### config.mk
export PLATFORM = sky130hd
export DESIGN_NAME = ipdbf_ram
export DESIGN_NICKNAME = d
export VERILOG_FILES = /design/src/sv/ipdbf_ram.sv
export SDC_FILE = /design/constraint.sdc
export NUM_CORES = 1
export LEC_CHECK = 0
export BUFFER_PORTS_ARGS = -buffer_cell sky130_fd_sc_hd__clkbuf_2
export CORE_MARGIN = 2
export CORE_UTILIZATION = 35
export DETAILED_ROUTE_END_ITERATION = 16
export PLACE_DENSITY = 0.58
export SYNTH_ARGS = -nofsm -noshare
export SYNTH_HDL_FRONTEND = slang
export SYNTH_SLANG_ARGS = --single-unit
### constraint.sdc
create_clock -name clk_i -period 1.7 [get_ports clk_i]
set_clock_uncertainty 0.05 [all_clocks]
set_input_delay 0.085 -clock clk_i [delete_from_list [all_inputs] [get_ports clk_i]]
set_output_delay 0.085 -clock clk_i [all_outputs]
set_load 0.005 [all_outputs]
### src/sv/ipdbf_ram.sv
// ----------------------------------------------------------------------------
// ipdbf_ram: generic single-write, single-read RAM
// One write port and one read port with registered read data.
// ----------------------------------------------------------------------------
module ipdbf_ram #(
  parameter int WIDTH = 8,
  parameter int DEPTH = 16
) (
  input  logic                     clk_i,
  input  logic                     we_i,
  input  logic [$clog2(DEPTH)-1:0] waddr_i,
  input  logic [WIDTH-1:0]         wdata_i,
  input  logic [$clog2(DEPTH)-1:0] raddr_i,
  output logic [WIDTH-1:0]         rdata_o
);

  logic [WIDTH-1:0] mem_q [DEPTH];

  always_ff @(posedge clk_i) begin
    if (we_i) begin
      mem_q[waddr_i] <= wdata_i;
    end
    rdata_o <= mem_q[raddr_i];
  end

endmodule

=== Yosys cells after proc, flatten, opt, wreduce, memory -nomap -nowiden ===
Memory sizes are Yosys's and may differ from the RTL's. A register that Yosys moved wholly into a read port is not among the register bits.
Index checks and enable logic that the tools add are counted.

* Memory bits (writable): 128
* Word-level logic and storage cells: 3
* Register bits: 0
* Memories kept: 1
* Bits of input ports: 18

{| class="wikitable"
|+ Memories
! memory !! words !! bits a word !! rd ports !! clocked after Yosys merged registers in !! wr ports !! line !! RTL
|-
| mem_q || 16 || 8 || 1 || 1 || 1 || 17 || <nowiki>logic [WIDTH-1:0] mem_q [DEPTH];</nowiki>
|}

* Mux-type cells: 2

{| class="wikitable"
|+ Operators with widths
! kind !! number
|-
| $mux W1 || 2
|}

=== Logic depth before layout (Yosys ltp) ===
Gate-level depths: netlist (run 1).

* Depth in word-level cells: 2
* Depth in mapped cells: 5

=== Worst setup path after synthesis (run 1) ===
OpenSTA, ideal clock, no wires.

* Kind: in2reg
* From: in waddr_i[2]
* To: mem mem_q[0][0] (enable)
* Stages on the path: 2
* Buffers on the path: 0
* Path slack: 0.072 ns
* Required time: 1.267 ns
* Library setup time: 0.383 ns
* Arrival time: 1.195 ns
* Path through: or3b_2 -> nor3_1

{| class="wikitable"
|+ RTL lines
! element !! line !! RTL
|-
| from (decl) || 11 || <nowiki>input logic [$clog2(DEPTH)-1:0] waddr_i,</nowiki>
|-
| to (decl) || 17 ||
|}

Straight into the memory's write port.

==> metrics.md, run 1 <==
| Metric | Value |
|---|---|
| Capturing element type of the critical path | `flip-flop` |
| Routed len/inst | `~21 microns` |
| Worst-case setup slack after placement | `-16.9 ps` |
| Die Span Y | `roughly 130 microns` |
| Clk sinks | `136` |
| Arr. time, crit path | `about 1700 ps` |
| Worst-case setup margin in the final layout | `265 ps` |
| Width of the chip | `125 microns` |
| Starting density of the core | `0.357` |
| Port bufs | `25` |
| Starting DRT DRC Count | `134` |
| Number of nets in the layout | `around 300` |
| Total iterations of the first detailed-routing run | `4` |
| Worst Path Required | `1930 ps` |
| Count of unresolved DRC violations after routing | `0` |
| Via/cell ratio | `5.04` |
| Distinct cell type count of the synthesized netlist | `19` |
| Post-cts hold buffer count | `0` |
| Launching element type of the critical path | `flip-flop` |
| First-pass GRT wire length | `15500 microns` |
| FF+latch count, synth | `136` |
| Crit Path Category | `flip-flop to flip-flop` |
| Crit Path Max Fanout | `1` |
| Maximum vdd drop | `0.675 mV` |
| Total leakage power | `roughly 2.1 nW` |
| Yosys warning count | `0` |
| Post-synthesis instance total | `approximately 230` |
| Number of antenna-violating nets in the routed design | `0` |
| Post-route minimum period | `between 1000 and 1500 ps` |
| Clock latency on the worst-skew pair | `~400 ps` |
| Average size of a mapped cell | `roughly 22 sq um` |
| Most used cells in the layout excluding fill and tap cells | `sky130_fd_sc_hd__edfxtp_1 (128), sky130_fd_sc_hd__clkbuf_2 (25), sky130_fd_sc_hd__buf_4 (21)` |
| Gp weighted congestion | `between 0.7 and 0.8` |
| Slew margin rel. | `0.469` |
| Diode insertion count for antenna repair | `0` |
| Wirelength, routed | `~10000 microns` |
| Transition time at the pin with the least slew margin | `about 790 ps` |
| Root buffer cell | `sky130_fd_sc_hd__clkbuf_16` |
| Clock tree buffer depth | `2` |
| Share of the yosys chip area belonging to registers | `0.778` |
| HPWL after detailed placement | `roughly 6400 microns` |
| Number of global-route vias before repair | `~2500` |
| Pin count of the biggest net entering global routing | `33` |
| Post-CTS Resized | `0` |
| Power Dens Cells | `roughly 1200 nW/um^2` |
| Die area | `~16000 sq um` |
| Post-Synthesis Net Count | `~250` |
| Via count of the routed design | `approximately 2400` |
| Total Routing Usage GR | `0.136` |
| Setup repair after global routing missed its margin | `false` |
| Run status | `finished clean` |
| TritonCTS clock tree | `done` |
| Syn Std Cell Area | `around 5000 sq um` |
| CTS Buf Count | `17` |
| Number of pins with negative max-slew slack in the final report | `0` |
| Commonest non-fill, non-tap cell in the layout | `sky130_fd_sc_hd__edfxtp_1` |
| Clock transition at the register clock pins on the worst setup and hold paths after CTS | `about 50 ps` |
| Sum of overflow across all layers after global routing | `0` |
| Non-Filler Cell Area, Final | `6190 sq um` |
| Depth of the CTS H-tree | `4` |
| # IOs | `26` |
| Maxcap violations | `0` |
| Area after detailed placement | `5610 sq um` |
| Share of layout cells above drive strength 1 | `0.321` |
| Path type of the worst min-delay path | `input port to flip-flop` |
| Achievable clock frequency | `697 MHz` |
| Area overhead of the layout relative to synthesis | `20.3%` |
| Total number of placement rows | `44` |
| Count of endpoints failing setup in the final report | `0` |
| Initial antenna violation count | `1` |
| Area of the core | `~14000 sq um` |
| Number of setup buffers added after CTS | `0` |
| Period Utilization, post-route | `0.844` |
| Number of hold violations in the final report | `0` |
synth_stat cells:
cell type	count	area, sq um
sky130_fd_sc_hd__nor2_1	13	48.8
sky130_fd_sc_hd__a22oi_1	16	120
sky130_fd_sc_hd__and2b_1	1	7.51
sky130_fd_sc_hd__mux4_2	18	405
sky130_fd_sc_hd__nand2b_1	2	12.5
sky130_fd_sc_hd__nand3_1	1	5.00
sky130_fd_sc_hd__edfxtp_1	128	3840
sky130_fd_sc_hd__and2_1	1	6.26
sky130_fd_sc_hd__mux4_1	14	368
sky130_fd_sc_hd__clkdlybuf4s25_2	3	30.0
sky130_fd_sc_hd__nor2b_1	1	6.26
sky130_fd_sc_hd__buf_4	1	7.51
sky130_fd_sc_hd__or3b_2	1	8.76
sky130_fd_sc_hd__nor3_1	4	20.0
sky130_fd_sc_hd__nand2_1	9	33.8
sky130_fd_sc_hd__buf_6	3	33.8
sky130_fd_sc_hd__buf_2	3	15.0
sky130_fd_sc_hd__nand3b_1	2	15.0
sky130_fd_sc_hd__dfxtp_1	8	160
where the power goes:
part	switching (W)	leakage (nW)	internal, W
clock	0.00125	0.283	0.00226
sequential	0.0000274	1.22	0.00375
combinational	0.000192	0.605	0.000154
total	0.00147	2.11	0.00617
registers in the layout (all words and copies together) (netlist names):
register / cells
mem_q: 128
rdata_o: 8
kinds of logic (layout without fill, tap and decap cells):
family	count (synthesis)	after routing	synth area share
AO/OA/AOI/OAI	16	16	0.0233
buffers and inverters	10	80	0.0168
multiplexers	32	32	0.150
flip-flops	136	136	0.778
AND/OR/NAND/NOR	35	35	0.0318
metal layers:
| metal | wire [microns] | share of wire | global-route usage | vias up |
|---|---|---|---|---|
| met3 | 458 | 0.045 | 0.0407 | 9 |
| met1 | 4720 | 0.47 | 0.187 | 1287 |
| met4 | 64 | 0.0064 | 0.0412 | 0 |
| met2 | 4830 | 0.48 | 0.212 | 50 |
| met5 | 0 | 0 | 0 | - |
| li1 | - | - | - | 1090 |
final cells by class:
class | instances | area, sq um
tap | 184 | 230
fill | 1278 | 8230
multi-input combinational | 83 | 1060
clock inverter | 9 | 100
timing repair buffer | 48 | 323
sequential | 136 | 4000
clock buffer | 23 | 478
path summary, 6_finish.rpt:
| path | startpoint | to | slack [ps] | depth (start not counted) |
|---|---|---|---|---|
| max | mem_q[2][1] | rdata_o[1] | 270 | 3 |
| min | wdata_i[3] | mem_q[2][3] | 60 | 1 |
| max reg2reg | mem_q[2][1] | rdata_o[1] | 270 | 3 |
| min reg2reg | mem_q[14][1] | rdata_o[1] | 630 | 3 |
critical path: stages, from the launching register on:
cell and delay, ps:
sky130_fd_sc_hd__edfxtp_1 360, sky130_fd_sc_hd__mux4_1 500, sky130_fd_sc_hd__a22oi_1 300, sky130_fd_sc_hd__nand2_1 100
per-stage QoR:
| step | utilization | cells | setup TNS [ps] | hold slack [ps] | total power, W |
|---|---|---|---|---|---|
| 6_report | 0.429 | 483 | 0 | 57.7 | 0.00763 |
| 5_1_grt | 0.429 | 483 | 0 | 72.5 | 0.00789 |
| 4_1_cts | 0.429 | 483 | 0 | 47.8 | 0.00773 |
| 3_5_place_dp | 0.389 | 451 | -16.9 | 419 | 0.00420 |
| 3_3_place_gp | 0.389 | 451 | 0 | 419 | 0.00420 |
| 2_1_floorplan | - | 229 | 0 | 134 | 0.00403 |
Note: power is estimated with default switching activity, not from simulation.
==> run 2, diff against run 1 <==
PLACE_DENSITY = 0.56   (was 0.58)
clock period = 1.4 ns   (was 1.7 ns; I/O delays follow)
==> run 2 against run 1 <==
Compared with the run above: first-iteration DRC count rose by 19%; core utilization rose by 0.36 points; power rose by 20%; routed wire length rose by 3.2%; critical path depth did not move; global-route usage rose by 0.77 points; critical endpoint is now rdata_o[5]; largest power group unchanged.
==> metrics.md, run 2 (synthesis gave the netlist of run 1 again) <==
| Metric | Value |
|---|---|
| Number of flip-flops under the largest register name | `128 (unchanged)` |
| Worst Reg-to-Reg Cells | `3 (unchanged)` |
| # IOs | `26 (unchanged)` |
| Run status | `finished clean` |
| TritonCTS clock tree | `done` |
| Reg area | `4000 sq um (unchanged)` |
| Maxcap violations | `0 (unchanged)` |
| Crit Path Category | `flip-flop to flip-flop` |
| Capturing element type of the critical path | `flip-flop` |
| Post-route minimum period | `1360 ps (-72.6 ps)` |
| Count of unresolved DRC violations after routing | `0 (unchanged)` |
| HPWL after detailed placement | `6730 microns (+4.7%)` |
| Number of antenna-violating nets in the routed design | `0 (unchanged)` |
| Met2 track utilization from global routing | `0.223 (+0.0109)` |
| Commonest non-fill, non-tap cell in the layout | `sky130_fd_sc_hd__edfxtp_1` |
| Number of pins with negative max-slew slack in the final report | `0 (unchanged)` |
| Most flop-heavy register | `mem_q` |
| Total iterations of the first detailed-routing run | `4 (unchanged)` |
| Worst-case setup margin in the final layout | `38.0 ps (-227 ps)` |
| Pin count of the biggest net entering global routing | `27 (-18%)` |
| Final Power | `0.00919 W (+20%)` |
| Die area | `15700 sq um (unchanged)` |
| Crit Path Max Fanout | `1 (unchanged)` |
| Initial antenna violation count | `0 (-1)` |
| Depth of the CTS H-tree | `4 (unchanged)` |
| Clk sinks | `136 (unchanged)` |
| Launching element type of the critical path | `flip-flop` |
| Count of endpoints failing setup in the final report | `0 (unchanged)` |
| Top Registers | `mem_q (128), rdata_o (8)` |
| GR Util met1 | `0.192 (+0.00462)` |
| Most used cells in the layout excluding fill and tap cells | `sky130_fd_sc_hd__edfxtp_1 (128), sky130_fd_sc_hd__buf_4 (28), sky130_fd_sc_hd__clkbuf_2 (25)` |
| Diode insertion count for antenna repair | `0 (unchanged)` |
| Achievable clock frequency | `734 MHz (+5.3%)` |
| Total Routing Usage GR | `0.144 (+0.00772)` |
| Setup slack of the most critical reg-to-reg path | `40 ps (-230 ps)` |
| Global Route met3 Usage | `0.0381 (-0.00257)` |
| Width of the chip | `125 microns (unchanged)` |
| Starting DRT DRC Count | `160 (+19%)` |
| Die Span Y | `125 microns (unchanged)` |
| Source of the worst hold timing path | `wdata_i[0]` |
| Slew margin rel. | `0.393 (-0.0758)` |
| Starting density of the core | `0.357 (unchanged)` |
| Arr. time, crit path | `1610 ps (-50 ps)` |
| Hold Path End | `mem_q[4][0]` |
| Post-cts hold buffer count | `0 (unchanged)` |
| Worst Path Required | `1640 ps (-290 ps)` |
| Period Utilization, post-route | `0.973 (+0.129)` |
| Port bufs | `25 (unchanged)` |
| Number of hold violations in the final report | `0 (unchanged)` |
| Filler Cells Inserted | `1289 (+0.86%)` |
| Root buffer cell | `sky130_fd_sc_hd__clkbuf_16` |
| Worst-case setup slack after placement | `-215 ps (-198 ps)` |
| Area of the core | `14400 sq um (unchanged)` |
| Maximum vdd drop | `0.780 mV (+16%)` |
| Cell count of the worst hold path | `1 (unchanged)` |
| Clock latency on the worst-skew pair | `410 ps (about the same)` |
| Total leakage power | `2.14 nW (+1.1%)` |
| First-pass GRT wire length | `16100 microns (+4.0%)` |
| Power Dens Cells | `1470 nW/um^2 (+19%)` |
| Total number of placement rows | `44 (unchanged)` |
| Number of nets in the layout | `311 (+2.3%)` |
| Routed len/inst | `21.2 microns (+1.8%)` |
| Clock transition at the register clock pins on the worst setup and hold paths after CTS | `60 ps (about the same)` |
| Via/cell ratio | `5.04 (about the same)` |
| Number of setup buffers added after CTS | `0 (unchanged)` |
| Non-Filler Cell Area, Final | `6240 sq um (+0.83%)` |
| Wirelength, routed | `10400 microns (+3.2%)` |
| Gp weighted congestion | `0.725 (+1.1%)` |
| Global routing's busiest layer | `met2` |
| Number of global-route vias before repair | `2665 (+5.9%)` |
| Transition time at the pin with the least slew margin | `906 ps (+112 ps)` |
| Area overhead of the layout relative to synthesis | `21.3%` |
| Area of the multi-input gates | `1080 sq um (+2.2%)` |
| Sum of overflow across all layers after global routing | `0 (unchanged)` |
| Area after detailed placement | `5670 sq um (+1.0%)` |
| Via count of the routed design | `2469 (+1.4%)` |
| Launch point of the worst reg-to-reg path | `mem_q[0][5]` |
| CTS Buf Count | `17 (unchanged)` |
| Share of layout cells above drive strength 1 | `0.363 (+0.0417)` |
| Endpoint of the most critical register-to-register path | `rdata_o[5]` |
| Setup repair after global routing missed its margin | `true` |
| Clock tree buffer depth | `2 (unchanged)` |
| Path type of the worst min-delay path | `input port to flip-flop` |
## run 2: changes by cell type in the layout (fill, tap and decap cells not counted), moves of 3 or more
cell,previous run,this run
sky130_fd_sc_hd__a22oi_1,16,10
sky130_fd_sc_hd__buf_4,21,28
sky130_fd_sc_hd__a22oi_2,0,6
sky130_fd_sc_hd__mux4_2,18,21
sky130_fd_sc_hd__clkinv_1,0,4
sky130_fd_sc_hd__mux4_1,14,11
## run 2: critical path, cell delays in order, from the launching register on
cell	delay, ps
sky130_fd_sc_hd__edfxtp_1	370
sky130_fd_sc_hd__mux4_2	470
sky130_fd_sc_hd__a22oi_2	270
sky130_fd_sc_hd__nand2_1	80
## run 2: layer usage
metal / wire length, microns / vias up
met5: 0 / -
met4: 185 / 0
met3: 374 / 14
met2: 5050 / 54
met1: 4780 / 1303
li1: - / 1098
## run 2: where the power goes
group	total (W)	switching, W	internal [W]
registers	0.00458	0.0000270	0.00455
clock network	0.00415	0.00154	0.00261
logic	0.000452	0.000251	0.000201
## run 2: timing repair
action | CTS | global route
pin swaps | 1 | 3
resized for setup | 3 | 6
endpoints found under the setup margin | 3 | 6
## run 2: how the worst max path moves through the flow
stage	startpoint	to	slack [ps]	cells past startpoint
2_1_floorplan	waddr_i[2]	mem_q[3][0]	10	2
3_3_place_gp	raddr_i[0]	rdata_o[5]	-210	6
3_5_place_dp	raddr_i[0]	rdata_o[5]	-210	6
4_1_cts	mem_q[3][4]	rdata_o[4]	3	3
5_1_grt	mem_q[0][5]	rdata_o[5]	-20	3
6_report	mem_q[0][5]	rdata_o[5]	40	3
## run 2: per-stage QoR
step,cells,hold slack [ps],util,TNS [ps]
after detailed placement,458,394,0.393,-868
final,490,39.1,0.433,0
after CTS,490,23.4,0.433,0
after floorplan,229,119,-,0
after global routing,490,68.6,0.433,-20.7
after global placement,458,395,0.393,-791
## run 2: cell type report
cell class	instances	share of cell area
clock buffers	19	0.0709
clock inverters	13	0.0176
multi-input cells	83	0.173
flip-flops and latches	136	0.641
well taps	184	0.0369
repair buffers	55	0.0601
